### src/rtl/core/ggpf_pkg.sv
// Shared types, field widths, codes and constants for the grid ground point filter.
// No dependencies; imported by every module of the block but ggpf_ram.
package ggpf_pkg;

   // Field widths
   localparam int COORD_W    = 20;
   localparam int INT_W      = 16;
   localparam int KIDX_W     = 16;
   localparam int SUM_W      = 38;
   localparam int COUNT_W    = 17;
   localparam int MAX_W      = 20;
   localparam int SPREAD_W   = 16;
   localparam int MINC_W     = 16;
   localparam int LIMIT_W    = 20;
   localparam int KEPT_W     = 17;
   localparam int KIND_W     = 2;
   localparam int CSR_IDX_W  = 2;
   localparam int CSR_DATA_W = 20;

   // Grid geometry defaults and cell size in millimeters
   localparam int X_CELLS_DEF = 20;
   localparam int Y_CELLS_DEF = 10;
   localparam int CELL_MM     = 2000;

   // Cell coordinate: quotient bits
   localparam int QUOT_W    = 8;
   // Offset coordinate (signed) and its unsigned low part fed to the reciprocal multiply
   localparam int OFF_W     = 26;
   localparam int REM_W     = OFF_W - 1;
   // Reciprocal of the cell size, rounded up; the rounding error times any offset
   // below 2^REM_W stays under 2^RECIP_SH, so the quotient is exact
   localparam int RECIP_SH  = 36;
   localparam int RECIP_W   = 26;
   localparam logic [RECIP_W-1:0] CELL_RECIP =
      RECIP_W'(((longint'(1) << RECIP_SH) + longint'(CELL_MM) - 1) / longint'(CELL_MM));
   // Flat cell index before range qualification
   localparam int CELL_FULL_W = 17;

   // Shared multiplier and compare widths
   localparam int MUL_A_W = 21;
   localparam int MUL_B_W = COUNT_W + 1;
   localparam int MUL_P_W = MUL_A_W + MUL_B_W;
   localparam int CMP_W   = MUL_P_W + 1;

   // Kinds of input word
   localparam logic [KIND_W-1:0] KIND_CLEAR = 2'd0;
   localparam logic [KIND_W-1:0] KIND_ACC   = 2'd1;
   localparam logic [KIND_W-1:0] KIND_CLS   = 2'd2;

   // Configuration register indexes
   localparam logic [CSR_IDX_W-1:0] REG_SPREAD   = 2'd0;
   localparam logic [CSR_IDX_W-1:0] REG_MIN_CNT  = 2'd1;
   localparam logic [CSR_IDX_W-1:0] REG_MEAN_LIM = 2'd2;
   localparam logic [CSR_IDX_W-1:0] REG_MAX_KEPT = 2'd3;

   // Configuration reset values
   localparam logic [SPREAD_W-1:0]       SPREAD_RST   = 16'd400;
   localparam logic [MINC_W-1:0]         MIN_CNT_RST  = 16'd3;
   localparam logic signed [LIMIT_W-1:0] MEAN_LIM_RST = 20'sd2000;
   localparam logic [KEPT_W-1:0]         MAX_KEPT_RST = 17'd60000;

   // Cell reset value and saturation points
   localparam logic signed [MAX_W-1:0] CELL_MAX_RST = -20'sd10000;
   localparam logic [COUNT_W-1:0]      COUNT_SAT    = '1;
   localparam logic [KEPT_W-1:0]       KEPT_SAT     = '1;

   // Multiplier operand select
   localparam logic [1:0] MUL_MAX    = 2'd0;
   localparam logic [1:0] MUL_SPREAD = 2'd1;
   localparam logic [1:0] MUL_LIMIT  = 2'd2;

   // One grid cell as stored in memory
   typedef struct packed {
      logic signed [SUM_W-1:0] sum;
      logic [COUNT_W-1:0]      count;
      logic signed [MAX_W-1:0] max;
   } cell_entry_type;

   // Controller to datapath commands
   typedef struct packed {
      logic                 capture;
      logic                 clear;
      logic                 div_step;
      logic                 addr_calc;
      logic                 read;
      logic                 latch;
      logic                 mul_en;
      logic [1:0]           mul_sel;
      logic                 write;
      logic                 decide;
   } ggpf_cmd_type;

   // Datapath to controller status
   typedef struct packed {
      logic rsp_hold;
      logic cell_ok;
   } ggpf_status_type;

endpackage

### src/rtl/core/ggpf_ctrl.sv
// Sequencer of the grid ground point filter: input handshake and datapath commands.
// Depends on ggpf_pkg.
module ggpf_ctrl (
   input  logic                          clock,
   input  logic                          reset,
   input  logic                          req_valid,
   output logic                          req_ready,
   input  logic [ggpf_pkg::KIND_W-1:0]   req_kind,
   input  ggpf_pkg::ggpf_status_type     status,
   output ggpf_pkg::ggpf_cmd_type        cmd
);
   import ggpf_pkg::*;

   localparam logic [3:0] S_IDLE    = 4'd0;
   localparam logic [3:0] S_DIV     = 4'd1;
   localparam logic [3:0] S_ADDR    = 4'd2;
   localparam logic [3:0] S_READ    = 4'd3;
   localparam logic [3:0] S_ENTRY   = 4'd4;
   localparam logic [3:0] S_WRITE   = 4'd5;
   localparam logic [3:0] S_MUL_MAX = 4'd6;
   localparam logic [3:0] S_MUL_SPR = 4'd7;
   localparam logic [3:0] S_MUL_LIM = 4'd8;
   localparam logic [3:0] S_DECIDE  = 4'd9;

   logic [3:0]           state_ff, state_in;
   logic                 is_cls_ff, is_cls_in;

   // Next state and commands
   always_comb begin
      state_in   = state_ff;
      is_cls_in  = is_cls_ff;
      cmd        = '0;
      req_ready  = 1'b0;
      case (state_ff)
         S_IDLE: begin
            req_ready = 1'b1;
            if (req_valid) begin
               cmd.capture = 1'b1;
               case (req_kind)
                  KIND_CLEAR: begin
                     cmd.clear = 1'b1;
                  end
                  KIND_ACC: begin
                     is_cls_in  = 1'b0;
                     state_in   = S_DIV;
                  end
                  KIND_CLS: begin
                     is_cls_in  = 1'b1;
                     state_in   = S_DIV;
                  end
                  default: begin
                  end
               endcase
            end
         end
         S_DIV: begin
            cmd.div_step = 1'b1;
            state_in     = S_ADDR;
         end
         S_ADDR: begin
            cmd.addr_calc = 1'b1;
            state_in      = S_READ;
         end
         S_READ: begin
            cmd.read = 1'b1;
            state_in = S_ENTRY;
         end
         S_ENTRY: begin
            cmd.latch = 1'b1;
            if (is_cls_ff) begin
               state_in = S_MUL_MAX;
            end else if (status.cell_ok) begin
               state_in = S_WRITE;
            end else begin
               state_in = S_IDLE;
            end
         end
         S_WRITE: begin
            cmd.write = 1'b1;
            state_in  = S_IDLE;
         end
         S_MUL_MAX: begin
            cmd.mul_en  = 1'b1;
            cmd.mul_sel = MUL_MAX;
            state_in    = S_MUL_SPR;
         end
         S_MUL_SPR: begin
            cmd.mul_en  = 1'b1;
            cmd.mul_sel = MUL_SPREAD;
            state_in    = S_MUL_LIM;
         end
         S_MUL_LIM: begin
            cmd.mul_en  = 1'b1;
            cmd.mul_sel = MUL_LIMIT;
            state_in    = S_DECIDE;
         end
         S_DECIDE: begin
            // Hold until the result register can take a word
            if (!status.rsp_hold) begin
               cmd.decide = 1'b1;
               state_in   = S_IDLE;
            end
         end
         default: begin
            state_in = S_IDLE;
         end
      endcase
   end

   always_ff @(posedge clock) begin
      if (reset) begin
         state_ff   <= S_IDLE;
         is_cls_ff  <= 1'b0;
      end else begin
         state_ff   <= state_in;
         is_cls_ff  <= is_cls_in;
      end
   end

   a_decide_cls: assert property (@(posedge clock) disable iff (reset)
      cmd.decide |-> is_cls_ff)
      else $error("ggpf_ctrl: result issued for a non-classify word");

   a_write_acc: assert property (@(posedge clock) disable iff (reset)
      cmd.write |-> !is_cls_ff && $past(cmd.latch))
      else $error("ggpf_ctrl: cell write outside an accumulate sequence");

   a_state_known: assert property (@(posedge clock) disable iff (reset)
      state_ff <= S_DECIDE)
      else $error("ggpf_ctrl: sequencer left its state set");

endmodule

### config.mk
export PLATFORM = sky130hd
export DESIGN_NAME = ggpf_ctrl
export DESIGN_NICKNAME = d
export VERILOG_FILES = /design/src/rtl/core/ggpf_pkg.sv /design/src/rtl/core/ggpf_ctrl.sv
export SDC_FILE = /design/constraint.sdc
export NUM_CORES = 1
export LEC_CHECK = 0
export BUFFER_PORTS_ARGS = -buffer_cell sky130_fd_sc_hd__clkbuf_2
export CAP_MARGIN = 0
export CORE_AREA = 2 2 39 41
export DETAILED_ROUTE_END_ITERATION = 10
export DIE_AREA = 0 0 41 43
export PLACE_DENSITY_LB_ADDON = 0.08
export SLEW_MARGIN = 0
export SYNTH_ARGS = -nofsm -noshare
export SYNTH_HDL_FRONTEND = slang
export SYNTH_SLANG_ARGS = --single-unit
export TNS_END_PERCENT = 10
### constraint.sdc
create_clock -name clock -period 1.61 [get_ports clock]
set_input_delay 0.322 -clock clock [delete_from_list [all_inputs] [get_ports clock]]
set_output_delay 0.322 -clock clock [all_outputs]
set_load 0.05 [all_outputs]
; Word-level counts from Yosys, hierarchy flattened
; Cells that the tools add are included.
[totals]
regBits = 5
output_inout_bits = 12
wordCells = 41
[op_classes]
n_reduce_logical = 6
n_mux = 19
eq_ne = 14
[ops]
columns = operator, n
row1 = 4-bit case mux with 9 select lines, 1
row2 = 4-bit by 3-bit equality test with 1-bit output (second input constant), 4
row3 = 4-bit 2-to-1 mux, 4
row4 = 1-bit 2-to-1 mux, 9
row5 = 3-bit case mux with 3 select lines, 1
row6 = 4-bit by 2-bit equality test with 1-bit output (second input constant), 2
row7 = 4-bit equality test (second input constant), 2
row8 = 2-bit != test (second input constant), 3
row9 = 3-bit AND reduction, 2
row10 = 4-bit by 1-bit equality test with 1-bit output (second input constant), 1
row11 = 4-bit zero test, 1
row12 = 2-bit 2-to-1 mux, 2
row13 = 3-bit 2-to-1 mux, 1
row14 = 2-bit by 1-bit equality test with 1-bit output (second input constant), 1
row15 = 2-bit equality test (second input constant), 1
row16 = 2-bit zero test, 1
row17 = 1-bit case mux with 2 select lines, 1
row18 = 2-bit nonzero test, 1
row19 = 2-bit OR reduction, 1

; Depth between registers and ports, before layout
[logic_depth]
depth_word = 5
depth_mapped = 5
ltp_nobuf = 5

; Worst setup path before layout
; OpenSTA, ideal clock, no wires.
[synth_timing]
path_type = register to output
from = register state_ff[1]
to = output port cmd[7] (netlist name)
required_time_ps = 1288
path_slack_ps = -923
stages_incl_launch_ff = 3
n_path_buf = 1
arrival_time_ps = 2211
path_cell_list = dfxtp_1 -> buf_6 -> nor4b_1
[synth_lines]
columns = item, line_no
row1 = start: declaration, ggpf_ctrl.sv:25  ; logic [3:0] state_ff, state_in;
row2 = start signal: assignment, ggpf_ctrl.sv:115  ; state_ff <= state_in;
row3 = end: declaration, ggpf_ctrl.sv:10  ; output ggpf_pkg::ggpf_cmd_type cmd

==> metrics <==
Synth top area share=0.221; compound-cell area share of the yosys netlist=0.199; CP endpoint kind=output port; All-Layer GR Usage=0.150; Initial Util=0.327; Critical Path Max Stage Delay=~0.34 ns; DRC viols=0; Design Power=~660 uW; die width=approximately 41 um; Power Density=868 nW/um^2; final hold vios=0; combinational power share=0.526; CTS sink cnt=5; status=finished, violations left; Synth Cell Area=453 um^2; clk_lat worst skew=roughly 0.24 ns; mux contribution to synthesized area=0.0221; io pins=19; P&R area growth vs syn=67.1%; share of total power in the clock network=0.224; switch share=0.403; largest net degree at the start of global routing=12; failing checks=setup timing; synth unique cells=32; Fin Clk Skew=0.00211 ns; Final Cell Area=between 700 and 800 um^2; layout cells sized above 1=0.581; placer congestion estimate=0.623; Gate Count Post-Synth=50; placed inst area=a little over 600 um^2; FP Rows=14; Psw=about 260 uW; DIE AREA=~1800 um^2; slowest stage cell on the critical path=dfxtp_2; Routed Antenna Nets=0; Avg Vias per Cell=approximately 5.1; DP Wirelength=slightly below 800 um; Antenna diodes=0; total core area=1380 um^2; CTS tree=done; Fin Hold WS=around 0.33 ns; Synth top cells by count=dfxtp_1, inv_1, nor3_1, nor2_1; max frequency=a little over 600 MHz; fin crit share=1.02; Port Buffers=18; CP Class=reg -> out; RSZ-0062 raised after global routing=true; max-cap viol count=0; Post-CTS Setup Bufs=0; most numerous cell in the Yosys netlist=dfxtp_1; cell accounting for the most synthesized area=dfxtp_1; CP max FO=8; Startpoint Class=flip-flop; combinational family with the most area after synthesis=simple AND/OR/NAND/NOR gates; total CTS buffers=3; first-pass GRT wire length=roughly 1800 um; H-tree Lvls=1; Sequential Power Share=0.249; Syn Area/Cell=about 9 um^2; Post-Synth Simple-Gate Area=0.387; DRT Pass-1 Iters=4; synthesized net count=59; fin nets=84; crit path cell chain=buf_4 > nand2b_1 > nor3_2 > clkbuf_8; grt ovf=0; Critical Path AT=roughly 1.3 ns; crit path time final=around 1.6 ns; clk slew on worst S/H paths=roughly 0.05 ns; Hold Path Class=in -> reg; Max-Slew Margin vs Limit=0.793; Synth area leaders=dfxtp_1, ha_1, nor4b_4; Initial DRC Count=3; CP Data Required Time=approximately 1.3 ns; Syn. warnings=0; hold buffer count at cts=0; Pint=392 uW; number of global-route vias before repair=427; Leak=about 0.34 nW; WL final=between 1000 and 1500 um; maximum VDD drop=roughly 0.00043 V; max-slew violation count=0; setup ws final=-0.0373 ns; setup violators final=3; die height=roughly 43 um; Non-Filler Instances=90; Synth async-reset ratio=0; EDFF count, synth=0; sequential share of the synthesized area=0.221; via count=~460; xor/xnor share of the synthesized area=0; clock buffer depth=2; Routed WL per cell=approximately 12 um; FF+latch count, synth=5; placed cells=86; Synth Area in Adders=0.0552; Synth Flop Type=dfxtp_1; Slew @ Worst Pin=between 0.3 and 0.4 ns; Clock Root Buffer=clkbuf_4; antenna violations before repair=0
[what timing repair did]
action / in CTS / in global routing
setup endpoints to repair: 12 / 12
pin swaps: 2 / 1
gates resized for setup: 26 / 7
[placed cells by master, fill, tap and decap left out, types with 2 or more instances in the layout]
master    count
ha_1          2
clkbuf_4      3
nand2_1       2
buf_4         7
nor3_2        3
a21oi_1       2
buf_12        2
nor2_1        3
nand2b_1      2
dfxtp_2       2
clkbuf_2      6
clkbuf_8      7
inv_1         4
dfxtp_4       2
[power by group through the flow]
stage                     registers [mW]  clock network (mW)  logic (mW)
after floorplan                    0.152                   0       0.221
after global placement             0.164                   0       0.284
after detailed placement           0.164                   0       0.286
after CTS                          0.164               0.151       0.341
after global routing               0.166               0.165       0.369
final                              0.164               0.147       0.346
[critical path, delay by kind of cell, from the launching register on]
kind | cells | cell delay (ns)
buffers and inverters | 2 | 0.38
AND/OR/NAND/NOR | 2 | 0.35
flip-flops | 1 | 0.34
[path summary, 6_finish.rpt]
kind / startpoint / endpoint / slack, ns / cells past startpoint
setup / recovery: state_ff[3]$_SDFFE_PP0P_ / cmd[5] / -0.04 / 4
hold reg to reg: is_cls_ff$_SDFFE_PP0P_ / is_cls_ff$_SDFFE_PP0P_ / 0.57 / 3
setup reg to reg: state_ff[0]$_SDFFE_PP0P_ / is_cls_ff$_SDFFE_PP0P_ / 0.41 / 4
hold / removal: reset / state_ff[3]$_SDFFE_PP0P_ / 0.33 / 2
[registers in the layout (all words and copies together), names as in the netlist]
signal     cells
is_cls_ff      1
state_ff       4
[through the flow]
stage / utilization / worst slack, ns / setup TNS [ns]
after floorplan: - / -0.378 / -1.69
after global placement: 0.448 / 0.0496 / 0
after global routing: 0.547 / -0.121 / -0.626
final: 0.547 / -0.0373 / -0.0823
after CTS: 0.539 / -0.0512 / -0.128
after detailed placement: 0.448 / 0.0463 / 0
[final cells by class]
class / instances / area [um^2]
fillers: 145 / 627
multi-input cells: 37 / 330
repair buffers: 24 / 255
flip-flops and latches: 5 / 110
clock buffers: 4 / 26.3
well taps: 16 / 20.0
inverters: 4 / 15.0
[kinds of logic (layout without fill, tap and decap cells)]
family | Yosys count | after routing
multiplexers | 1 | 1
flip-flops | 5 | 5
buffers and inverters | 8 | 32
AO/OA/AOI/OAI | 11 | 11
AND/OR/NAND/NOR | 23 | 23
adder cells (fa/ha/maj) | 2 | 2
[metal layers]
metal / track usage / part of all wire
met5: 0 / 0
met3: 0.0628 / 0.036
met1: 0.186 / 0.42
met2: 0.219 / 0.54
met4: 0.0600 / 0
Note: power is estimated with default switching activity, not from simulation.
